### src/hw/rtl/i8rq_pkg.sv
// Shared types and register map of the int8 requantizer.
package i8rq_pkg;

  // Configuration register indexes
  localparam logic [2:0] REG_SCALE_MULT  = 3'd0;
  localparam logic [2:0] REG_SCALE_SHIFT = 3'd1;
  localparam logic [2:0] REG_OUT_ZP      = 3'd2;
  localparam logic [2:0] REG_ACT_ZP      = 3'd3;
  localparam logic [2:0] REG_WGT_ZP      = 3'd4;
  localparam logic [2:0] REG_RELU_EN     = 3'd5;
  localparam logic [2:0] REG_BIAS_EN     = 3'd6;

  localparam int unsigned CFG_IDX_W = 3;

  // Reset values
  localparam logic [30:0] SCALE_MULT_RST  = 31'd1073741824;
  localparam logic [5:0]  SCALE_SHIFT_RST = 6'd31;

  // Upper clamp of the output byte
  localparam logic signed [10:0] OUT_CEILING = 11'sd255;

  typedef struct packed {
    logic [30:0]       scale_multiplier;
    logic [5:0]        scale_shift;
    logic [7:0]        output_zero_point;
    logic [7:0]        act_zero_point;
    logic signed [7:0] weight_zero_point;
    logic              relu_enable;
    logic              bias_enable;
  } cfg_t;

endpackage

### src/hw/rtl/i8rq_zp_corr.sv
// Zero-point correction: two register stages producing the wrapped int32 raw value.
module i8rq_zp_corr (
  input  logic                clk,
  input  logic                rst,
  input  logic                en,
  input  logic                in_valid,
  input  logic signed [31:0]  accumulator,
  input  logic signed [31:0]  row_sum,
  input  logic signed [31:0]  col_sum,
  input  logic signed [31:0]  bias_value,
  input  i8rq_pkg::cfg_t      cfg,
  output logic                raw_valid,
  output logic signed [31:0]  raw
);

  // stage 1: zero-point products (low 32 bits only)
  logic               v1;
  logic [31:0]        acc1;
  logic [31:0]        bias1;
  logic [31:0]        pa1;
  logic [31:0]        pw1;

  logic [39:0]        pa_full;
  logic signed [39:0] pw_full;

  assign pa_full = 40'($unsigned(col_sum)) * 40'(cfg.act_zero_point);
  assign pw_full = 40'(row_sum) * 40'(cfg.weight_zero_point);

  always_ff @(posedge clk) begin
    if (rst) begin
      v1 <= 1'b0;
    end else if (en) begin
      v1 <= in_valid;
    end
  end

  always_ff @(posedge clk) begin
    if (en) begin
      acc1  <= $unsigned(accumulator);
      bias1 <= cfg.bias_enable ? $unsigned(bias_value) : 32'd0;
      pa1   <= pa_full[31:0];
      pw1   <= pw_full[31:0];
    end
  end

  // stage 2: wrapped sum
  always_ff @(posedge clk) begin
    if (rst) begin
      raw_valid <= 1'b0;
    end else if (en) begin
      raw_valid <= v1;
    end
  end

  always_ff @(posedge clk) begin
    if (en) begin
      raw <= $signed(acc1 - pa1 - pw1 + bias1);
    end
  end

  // valid in stage 1 passes to stage 2 whenever the pipe is enabled
  a_corr_advance: assert property (@(posedge clk) disable iff (rst)
    en && v1 |=> raw_valid)
    else $error("corrected value lost between stages");

  a_corr_stall: assert property (@(posedge clk) disable iff (rst)
    !en |=> $stable({v1, raw_valid}))
    else $error("correction stage moved during stall");

  a_corr_entry: assert property (@(posedge clk) disable iff (rst)
    en && in_valid |=> v1)
    else $error("accepted request not captured");

endmodule

### config.mk
export PLATFORM = sky130hd
export DESIGN_NAME = i8rq_zp_corr
export DESIGN_NICKNAME = d
export VERILOG_FILES = /design/src/hw/rtl/i8rq_pkg.sv /design/src/hw/rtl/i8rq_zp_corr.sv
export SDC_FILE = /design/constraint.sdc
export NUM_CORES = 1
export LEC_CHECK = 0
export BUFFER_PORTS_ARGS = -buffer_cell sky130_fd_sc_hd__buf_2
export CAP_MARGIN = 0
export CELL_PAD_IN_SITES_DETAIL_PLACEMENT = 2
export CELL_PAD_IN_SITES_GLOBAL_PLACEMENT = 2
export CORE_AREA = 10 10 280 215
export CTS_CLUSTER_DIAMETER = 200
export DETAILED_ROUTE_END_ITERATION = 8
export DIE_AREA = 0 0 290 225
export PLACE_DENSITY = 0.81
export SLEW_MARGIN = 15
export SYNTH_ARGS = -nofsm -noshare
export SYNTH_HDL_FRONTEND = slang
export SYNTH_SLANG_ARGS = --single-unit
### constraint.sdc
create_clock -name clk -period 6.02 [get_ports clk]
set_clock_uncertainty 0.2 [all_clocks]
set_input_delay 0.602 -clock clk [delete_from_list [all_inputs] [get_ports clk]]
set_output_delay 0.602 -clock clk [all_outputs]
set_load 0.01 [all_outputs]
; ---- Word-level counts from Yosys, hierarchy flattened
; Index checks and enable logic that the tools add are counted.
; W data, S select, Z words.
[word_totals]
output_inout_bits = 33
in_bits = 195
word_cells = 12
regBits = 162
[classes]
addsub = 3
mul = 2
[ops]
columns = cell, count
row1 = $mul A32 B8 Y32, 2
row2 = $sub A32 B32 Y32, 2
row3 = $add A32 B32 Y32, 1

; ---- Logic depth before layout (Yosys ltp)
; Gate-level depths: netlist of the first run.
[logic_depth]
word_depth = 3
mapped_depth = 23
ltp_nobuf = 20

; ---- Worst setup path before layout of the first run
; Ideal clock, no wire load.
[synth_path]
path_type = input port to flip-flop
start = input cfg[13] in the netlist's numbering
end = register pa1[30] (data pin)
path_buffers = 3
t_arrival_ns = 5.122
path_stages = 21
required_time_ns = 5.562
setup_ns = 0.258
path_slack_ns = 0.440
cell_sequence = clkbuf_1 clkbuf_1 and2_1 fa_1 fa_1 fa_1 inv_1 fa_1 inv_1 ha_1 buf_2 a21o_1 a21o_1 a211oi_1 a21oi_1 o221a_2 a31oi_1 a21oi_1 a21o_1 a21oi_1 xnor2_1
[synth_via]
elab_chain_len = 1
[synth_lines]
columns = item, line
row1 = from (decl), i8rq_zp_corr.sv:11  ; input i8rq_pkg::cfg_t cfg,
row2 = $mul A32 B8 Y32, i8rq_zp_corr.sv:26  ; assign pa_full = 40'($unsigned(col_sum)) * 40'(cfg.act_zero_point);
row3 = named net pa_full[30], i8rq_zp_corr.sv:23  ; logic [39:0] pa_full;
row4 = to (signal assigned), i8rq_zp_corr.sv:41  ; pa1 <= pa_full[31:0];
row5 = to (decl), i8rq_zp_corr.sv:20  ; logic [31:0] pa1;
; The timed path passes the listed nets, and every way through them passes these cells.
; A chain may end at the register's enable or synchronous reset.

; ---- Worst setup path in the final report of the first run
; Ends and elaborated chain as after synthesis.

==> run metrics, run 1 <==
status complete, no violations; vias per inst 5.120; Die Wd 290 um; CTS Buf Count 17; Bufs on Longest Clock Path 2; Post-Route WL 68330 um; post-synth top area share 34.59%; Avg Inst Size Synth 10.33 um^2; Leakage 11.50 nW; dpl hpwl 55600 um; Worst Tran Pin Value 0.8089 ns; share of cells above drive strength 1 12.34%; Starting DRT DRC Count 810; synthesized area 21710 um^2; Net Switching 7.447 mW; num ports 228; fraction of the yosys area taken by sequential cells 22.32%; CP startpoint cfg[13]; final hold violations 0; ys flop type edfxtp_1; Die Y 225 um; clock-pin slew on the worst setup and hold paths 0.08 ns; drt drc 0; CTS root buffer clkbuf_16; DIE AREA 65250 um^2; power per cell area 630.3 nW/um^2; largest net degree at the start of global routing 61; CP Capture Type flip-flop; area grow syn2layout 12.91%; core area 54990 um^2; Setup Buffers After CTS 0; vias post-DR 15670; post-synth top area cell fa_1; Tcrit/Tclk final 96.54%; post-route ant nets 0; Pre-antenna DRT Iters 5; GR Util All Layers 21.17%; Max transition margin 46.07%; first-pass GRT wire length 108000 um; antenna violations before repair 7; Post-synth EDFFs 160; RePlAce Congestion 0.8382; synth top area cells fa_1 (35%), edfxtp_1 (22%), and2_1 (11%), ha_1 (8.0%), inv_1 (7.5%); crit-path cells buf_2 > and2_1 > fa_1 > fa_1 > fa_1 > inv_1 > fa_1 > inv_1 > ha_1 > a211oi_1 > o21ai_0 > a211oi_1 > a21oi_1 > o221a_2 > a31oi_1 > a21oi_1 > a21o_1 > a21oi_1 > xnor2_1; unrepaired setup endpoints after global routing false; CP max stage cell fa_1; clock latency on the worst-skew pair 0.46 ns; min-delay worst type input pin to flip-flop; Final setup violation count 0; Clock power frac 8.6%; CP dominant cell by count fa_1; CP startpoint kind input pin; sequential power share 15.6%; Setup TNS 0 ns; most frequent cell after synthesis inv_1; WS Path Type input pin to flip-flop; vias in the first global route 19100; IO Port Bufs 181; Max Transition Viols Final 0; Comb pwr share 75.8%; CP max stage delay 0.53 ns; Achievable Freq 172.1 MHz; required time worst endpoint 6.02 ns; minimum clock period 5.811 ns; RR Startpoint pa1[0]; maxcap violations 0; Cell Int Power 8.001 mW; syn nets 2809; Netlist cell types 59; placement row count 75; commonest cells in the netlist inv_1 (431), and2_1 (377), fa_1 (375); crit-path max FO 15; final core occ 44.57%; H-tree levels 4; synth warn 0; gr ovfl total 0; CTS sink cnt 162; initial core utilization 39.47%; Synth Register Bits 162; Finished Layout Cells 3061; Mapped Cells 2101; layout net count 3021; routed len/inst 22.32 um; asr flop ratio synth 0%; Peak VDD IR 0.0004020 V; TritonCTS clock tree done; Sw Ratio 48.21%; Worst EP arrival 5.81 ns; Hold Path Origin accumulator[8]; Placed Instances 3025
-- critical path: cells and delay by family --
kind | cells | cell delay [ns]
AOI/OAI and AO/OA | 9 | 2.08
xor gates and xnor gates | 1 | 0.09
adders and majority gates | 5 | 2.34
buffers and inverters | 3 | 0.44
and+or+nand+nor | 1 | 0.23
-- cell families after synthesis --
family | share of synthesized area [%]
XOR/XNOR | 4.196
adder cells (fa/ha/maj) | 42.54
AND/OR/NAND/NOR | 15.67
multiplexers | 0.1384
buffers and inverters | 8.220
flip-flops | 22.32
AO/OA/AOI/OAI | 6.917
-- per-layer routing --
| metal | share of wire, % | global-route usage, % |
|---|---|---|
| met1 | 41 | 25.07 |
| met2 | 52 | 38.97 |
| met3 | 3.9 | 3.103 |
| met4 | 3.0 | 6.710 |
| met5 | 0.050 | 0 |
-- cell type report --
| type | count | area (um^2) |
|---|---|---|
| Sequential cell | 162 | 4845 |
| Clock inverter | 12 | 250.2 |
| Multi-Input combinational cell | 1464 | 15080 |
| Tap cell | 731 | 914.6 |
| Antenna cell | 4 | 10.01 |
| Fill cell | 5829 | 30480 |
| Timing Repair Buffer | 237 | 1333 |
| Inverter | 431 | 1618 |
| Clock buffer | 20 | 456.7 |
-- registers in the layout, summed over array words and instances, names as in the netlist --
name	count
acc1	32
bias1	32
pa1	32
pw1	32
raw	32
raw_valid	1
v1	1
-- through the flow --
stage	hold slack (ns)	total power [mW]	worst slack [ns]	instance area [um^2]
floorplan	0.2601	10.35	0.4401	21710
global placement	0.2686	12.93	0.1096	23790
detailed placement	0.2965	13.92	-0.1938	23790
CTS	0.1015	15.58	0.1217	24490
global route	0.1008	16.90	0.01489	24500
finish	0.1152	15.45	0.2085	24510
-- final timing paths --
kind              cells after the start  endpoint  slack [ns]
setup / recovery                     19   pa1[30]        0.21
hold / removal                        1   acc1[8]        0.12
setup reg to reg                     16   raw[31]        1.07
hold reg to reg                       2        v1        0.31
-- cells in the final DEF (no fill, tap or decap), types with 56 or more instances in the layout --
cell | Yosys | routed
and2_1 | 377 | 377
nand2_1 | 115 | 115
inv_1 | 431 | 431
fa_1 | 375 | 375
buf_4 | 0 | 56
xnor2_1 | 85 | 85
buf_2 | 1 | 180
ha_1 | 138 | 138
a21oi_1 | 63 | 63
edfxtp_1 | 160 | 160
nor2_1 | 73 | 73
-- timing repair --
item / CTS / global route
resized for setup: 0 / 1
hold buffers: 0 / 0
setup endpoints to repair: 0 / 1
-- power groups by stage --
stage	Combinational (mW)	Clock, mW	Sequential, mW
3_3_place_gp	10.5	0	2.41
6_report	11.7	1.33	2.41
5_1_grt	13.1	1.40	2.44
2_1_floorplan	7.95	0	2.40
4_1_cts	11.8	1.35	2.42
3_5_place_dp	11.5	0	2.43
Power figures use the tool's default switching activity.
==> inputs of run 2 (changes only) <==
--- a/config.mk
+++ b/config.mk
@@ -14,6 +14,7 @@
 export DETAILED_ROUTE_END_ITERATION = 8
 export DIE_AREA = 0 0 290 225
 export PLACE_DENSITY = 0.81
+export REMOVE_ABC_BUFFERS = 1
 export SLEW_MARGIN = 15
 export SYNTH_ARGS = -nofsm -noshare
 export SYNTH_HDL_FRONTEND = slang
==> run metrics, run 2 (synthesized netlist as in run 1, its figures left out) <==
status complete, no violations; CTS Buf Count 17 (unchanged); Die Wd 290 um (unchanged); Bufs on Longest Clock Path 2 (unchanged); Hold-fix buffers, CTS 0 (unchanged); num ports 228 (unchanged); clock latency on the worst-skew pair 0.45 ns (about the same); Hold Path Depth 1 (unchanged); Worst EP arrival 5.81 ns (about the same); sequential power share 16.1% (+0.5 points); initial core utilization 39.47% (unchanged); CP startpoint kind input pin; Die Y 225 um (unchanged); unrepaired setup endpoints after global routing false; TritonCTS clock tree done; FF/Latch Area 4845 um^2 (unchanged); routed len/inst 20.92 um (-6.3%); RePlAce Congestion 0.8173 (-2.5%); Starting DRT DRC Count 619 (-24%); Max Transition Viols Final 0 (unchanged); IO Port Bufs 181 (unchanged); H-tree levels 4 (unchanged); Peak VDD IR 0.0003143 V (-22%); CTS resizes 0 (unchanged); Final Cell Area 24280 um^2 (-0.94%); placement row count 75 (unchanged); CP Capture Type flip-flop; minimum clock period 5.810 ns (-0.001895 ns); pre-CTS setup slack -0.1870 ns (+0.006810 ns); WS Path Type input pin to flip-flop; CTS sink cnt 162 (unchanged); Leakage 11.37 nW (-1.1%); Hold Path Origin accumulator[1]; Hold Path Sink acc1[1]; vias per inst 4.979 (-2.8%); power per cell area 610.9 nW/um^2 (-3.1%); Tcrit/Tclk final 96.50% (about the same); multi-input logic area 15080 um^2 (about the same); Final setup violation count 0 (unchanged); gr ovfl total 0 (unchanged); final worst slack 0.2104 ns (+0.001895 ns); Post-Route WL 63690 um (-6.8%); DIE AREA 65250 um^2 (unchanged); Worst Tran Pin Value 0.9081 ns (+0.09918 ns); Max transition margin 39.46% (-6.6 points); core area 54990 um^2 (unchanged); maxcap violations 0 (unchanged); drt drc 0 (unchanged); leading cell type in the layout, fill and taps excluded inv_1; Comb pwr share 76.4% (+0.6 points); first-pass GRT wire length 102800 um (-4.8%); area grow syn2layout 11.85%; CTS root buffer clkbuf_16; reg2reg end raw[30]; Clock power frac 7.6% (-1.0 points); share of cells above drive strength 1 11.69% (-0.65 points); final core occ 44.15% (-0.42 points); Fillers 5896 (+1.1%); Hold Worst Slack 0.1233 ns (+0.008173 ns); flop-to-flop setup slack 1.01 ns (-0.06 ns); R2R depth 17 (+1); Cell Int Power 7.708 mW (-3.7%); vias post-DR 15160 (-3.3%); Net Switching 7.123 mW (-4.3%); CP startpoint cfg[13]; layout net count 3005 (-0.53%); commonest non-fill, non-tap cells in the layout inv_1 (431), and2_1 (377), fa_1 (375); Pre-antenna DRT Iters 4 (-1); final hold violations 0 (unchanged); Achievable Freq 172.1 MHz (about the same); Sw Ratio 48.03% (-0.18 points); Setup Buffers After CTS 0 (unchanged); placed inst area 23680 um^2 (-0.45%); crit-path max FO 17 (+2); required time worst endpoint 6.02 ns (about the same); dpl hpwl 53260 um (-4.2%); antenna violations before repair 7 (unchanged); vias in the first global route 18590 (-2.7%); largest net degree at the start of global routing 92 (+51%); post-route ant nets 0 (unchanged); Final Power 14.83 mW (-4.0%); clock-pin slew on the worst setup and hold paths 0.07 ns (about the same); min-delay worst type input pin to flip-flop; RR Startpoint acc1[0]; GR Util All Layers 19.99% (-1.2 points)
==> run 2: routing by layer <==
metal  track usage, %  wire (um)  vias to the layer above
met5                0         13                        -
met4            4.841       1282                        2
met3            3.230       2267                       67
met2            37.07      33820                      224
met1            23.81      26310                     7966
li1                 -          -                     6897
==> run 2: power by group through the flow <==
stage | logic, mW | clock network [mW] | registers (mW)
6_report | 11.3 | 1.12 | 2.38
5_1_grt | 12.8 | 1.19 | 2.42
4_1_cts | 11.5 | 1.15 | 2.39
3_5_place_dp | 11.3 | 0 | 2.41
3_3_place_gp | 10.4 | 0 | 2.40
2_1_floorplan | 7.93 | 0 | 2.40
==> run 2: how the worst max path moves through the flow <==
| stage | endpoint | slack, ns | cells past startpoint |
|---|---|---|---|
| 4_1_cts | pa1[30] | 0.22 | 20 |
| 2_1_floorplan | pw1[31] | 0.46 | 19 |
| 3_5_place_dp | pa1[30] | -0.19 | 20 |
| 6_report | pa1[30] | 0.21 | 20 |
| 3_3_place_gp | pa1[31] | 0.09 | 18 |
| 5_1_grt | pa1[31] | 0.05 | 20 |
==> run 2: metrics by stage <==
step,cells,TNS (ns)
floorplan,2057,0
global placement,3009,0
detailed placement,3009,-0.3087
CTS,3041,0
global route,3041,0
finish,3044,0
==> run 2: worst max-delay path, stage by stage <==
cell	delay (ns)
buf_2	0.25
buf_4	0.30
and2_1	0.22
fa_1	0.50
fa_1	0.53
fa_1	0.50
inv_1	0.05
fa_1	0.48
inv_1	0.04
ha_1	0.28
a21o_1	0.16
a21o_1	0.20
a211oi_1	0.27
a21oi_1	0.21
o221a_2	0.33
a31oi_2	0.27
a21oi_1	0.15
a21o_1	0.20
a21oi_1	0.17
xnor2_1	0.09
==> run 2: layout make-up <==
class,count,share of cell area (%)
repair buffers,221,5.046
flip-flops and latches,162,19.96
diodes,3,0.03092
clock buffers,19,1.783
well taps,731,3.767
multi-input cells,1464,62.13
clock inverters,13,0.6236
inverters,431,6.664
==> inputs of run 3 (changes only) <==
--- a/config.mk
+++ b/config.mk
@@ -5,15 +5,16 @@
 export SDC_FILE = /design/constraint.sdc
 export NUM_CORES = 1
 export LEC_CHECK = 0
+export ABC_AREA = 1
 export BUFFER_PORTS_ARGS = -buffer_cell sky130_fd_sc_hd__buf_2
 export CAP_MARGIN = 0
 export CELL_PAD_IN_SITES_DETAIL_PLACEMENT = 2
 export CELL_PAD_IN_SITES_GLOBAL_PLACEMENT = 2
-export CORE_AREA = 10 10 280 215
+export CORE_AREA = 10 10 307 235
 export CTS_CLUSTER_DIAMETER = 200
 export DETAILED_ROUTE_END_ITERATION = 8
-export DIE_AREA = 0 0 290 225
-export PLACE_DENSITY = 0.81
+export DIE_AREA = 0 0 317 245
+export PLACE_DENSITY = 0.82
 export REMOVE_ABC_BUFFERS = 1
 export SLEW_MARGIN = 15
 export SYNTH_ARGS = -nofsm -noshare
==> run metrics, run 3 <==
vias in the first global route 23740 (+28%); Worst Tran Pin Value 0.9353 ns (+0.02715 ns); unrepaired setup endpoints after global routing false; Pre-antenna DRT Iters 5 (+1); antenna violations before repair 7 (unchanged); GR Util All Layers 22.23% (+2.2 points); initial core utilization 36.60% (-2.9 points); Synth Area in Simple Gates 19.71% (+4.0 points); Hold-fix buffers, CTS 0 (unchanged); final hold violations 0 (unchanged); main combinational cell family by area after synthesis adder cells; core area 66180 um^2 (+20%); Finished Layout Cells 4106 (+35%); WS Path Type input pin to flip-flop; minimum clock period 5.393 ns (-0.4166 ns); Final setup violation count 0 (unchanged); CTS sink cnt 162 (unchanged); leading cell type in the layout, fill and taps excluded inv_1; most frequent cell after synthesis inv_1; synthesized area 24220 um^2 (+12%); Tcrit/Tclk final 89.58% (-6.9 points); adder-cell share of the synthesized area 38.13% (-4.4 points); Post-Route WL 85390 um (+34%); Die Wd 317 um (+9.3%); CP max stage cell inv_1; Starting DRT DRC Count 970 (+57%); Netlist cell types 40 (-32%); crit-path cells buf_2 > inv_1 > buf_4 > nor2_1 > fa_1 > fa_1 > fa_1 > inv_1 > fa_1 > inv_1 > ha_1 > nand2_1 > inv_1 > nand3_1 > nor2_1 > nand4_1 > nand3_1 > xor2_1; Max transition margin 37.58% (-1.9 points); post-synth top area cell fa_1; vias post-DR 19990 (+32%); clock latency on the worst-skew pair 0.46 ns (about the same); Setup Buffers After CTS 0 (unchanged); Avg Inst Size Synth 7.808 um^2 (-24%); Fillers 7720 (+31%); Die Y 245 um (+8.9%); ys flop type edfxtp_1; Worst EP arrival 5.47 ns (-0.34 ns); Bufs on Longest Clock Path 2 (unchanged); synth warn 0 (unchanged); Placed Instances 4072 (+35%); post-synthesis xor/xnor area fraction 2.206% (-2.0 points); asr flop ratio synth 0% (unchanged); routed len/inst 20.80 um (-0.61%); H-tree levels 4 (unchanged); clock-pin slew on the worst setup and hold paths 0.07 ns (about the same); Achievable Freq 185.4 MHz (+7.7%); Mapped Cells 3102 (+48%); fraction of the yosys area taken by sequential cells 20.00% (-2.3 points); CTS root buffer clkbuf_16; required time worst endpoint 6.10 ns (+0.08 ns); commonest non-fill, non-tap cells in the layout inv_1 (937), nand2_1 (842), fa_1 (375); DIE AREA 77670 um^2 (+19%); RePlAce Congestion 0.8931 (+9.3%); dpl hpwl 72490 um (+36%); Setup TNS 0 ns (unchanged); vias per inst 4.869 (-2.2%); IO Port Bufs 181 (unchanged); gr ovfl total 0 (unchanged); CP delay by family, top adder cells; min-delay worst type input pin to flip-flop; commonest cells in the netlist inv_1 (937), nand2_1 (842), fa_1 (375); CP max stage delay 0.67 ns (+0.14 ns); status complete, no violations; placement row count 82 (+9.3%); Post-synth EDFFs 160 (unchanged); mux share of post-synthesis cell area 0% (-0.14 points); CTS resizes 0 (unchanged); post-synth top area share 31.00% (-3.6 points); maxcap violations 0 (unchanged); Compound-Gate Fraction of Synth Area 3.652% (-3.3 points); TritonCTS clock tree done; first-pass GRT wire length 134400 um (+31%); share of cells above drive strength 1 8.473% (-3.2 points); crit-path max FO 22 (+5); largest net degree at the start of global routing 61 (-34%); Crit path buffers/inverters 6 (+2); Hold Worst Slack 0.1183 ns (-0.005069 ns); area grow syn2layout 9.526%; final core occ 40.09% (-4.1 points); layout net count 3917 (+30%); Synth Register Bits 162 (unchanged); num ports 228 (unchanged); CTS Buf Count 17 (unchanged); Max Transition Viols Final 0 (unchanged); synth top area cells fa_1 (31%), edfxtp_1 (20%), inv_1 (15%), nand2_1 (13%), ha_1 (7.1%); post-route ant nets 0 (unchanged); CP Capture Type flip-flop; drt drc 0 (unchanged); CP startpoint kind input pin
-- run 3: cell types whose count changed after synthesis, moves of 23 or more --
cell,change
and2_1,-375
xnor2_1,-70
clkbuf_2,+23
xor2_1,+27
nand2_2,+23
nand3_1,+81
inv_1,+506
nand2_1,+727
a21o_1,-29
a21oi_1,+26
nor2_1,+63
-- run 3: final cells by class --
class                           count  area (um^2)  share of cell area, %
Inverter                          939         3525                  13.29
Sequential cell                   162         4845                  18.26
Tap cell                          882         1104                  4.160
Timing Repair Buffer              189        972.2                  3.665
Multi-Input combinational cell   1900        15430                  58.16
Clock inverter                     12        192.7                 0.7264
Clock buffer                       20        456.7                  1.722
Antenna cell                        2        5.005                0.01887
-- run 3: per-layer routing --
layer	wire, um	GRT usage [%]
met5	67	0
met3	3690	3.611
met2	42600	38.94
met4	1543	4.483
met1	37490	28.61
-- run 3: worst reg2reg max path, cell delays in order, from the launching register on --
cell,delay [ns]
edfxtp_1,0.40
inv_1,0.18
fa_1,0.49
fa_1,0.46
ha_1,0.43
nand2_2,0.14
o21ai_0,0.64
a21oi_1,0.17
nand2_2,0.21
nand2_1,0.16
nand3_1,0.13
nand2_1,0.09
-- run 3: worst paths after layout --
path,startpoint,endpoint,slack [ns],cells after the start
worst max-delay path,cfg[9],pw1[21],0.63,18
worst min-delay path,accumulator[1],acc1[1],0.12,1
worst max register to register,pa1[12],raw[29],2.08,11
worst min register to register,raw_valid,raw_valid,0.27,2
-- run 3: metrics by stage --
stage	instance area, um^2	setup slack [ns]
after floorplan	23800	1.303
after global placement	25870	0.3891
after detailed placement	25870	0.2514
after CTS	26520	0.7255
after global routing	26520	0.4218
final	26530	0.6270
-- run 3: cells by family after synthesis --
family | count (synthesis)
and+or+nand+nor | 1166
AOI/OAI and AO/OA | 160
DFF | 162
xor gates and xnor gates | 61
adders and majority gates | 513
buffers and inverters | 1040
Power of run 3 is left out: the tool's default activity adds up to more than one toggle a clock period on the data nets, which glitch-free logic cannot reach.
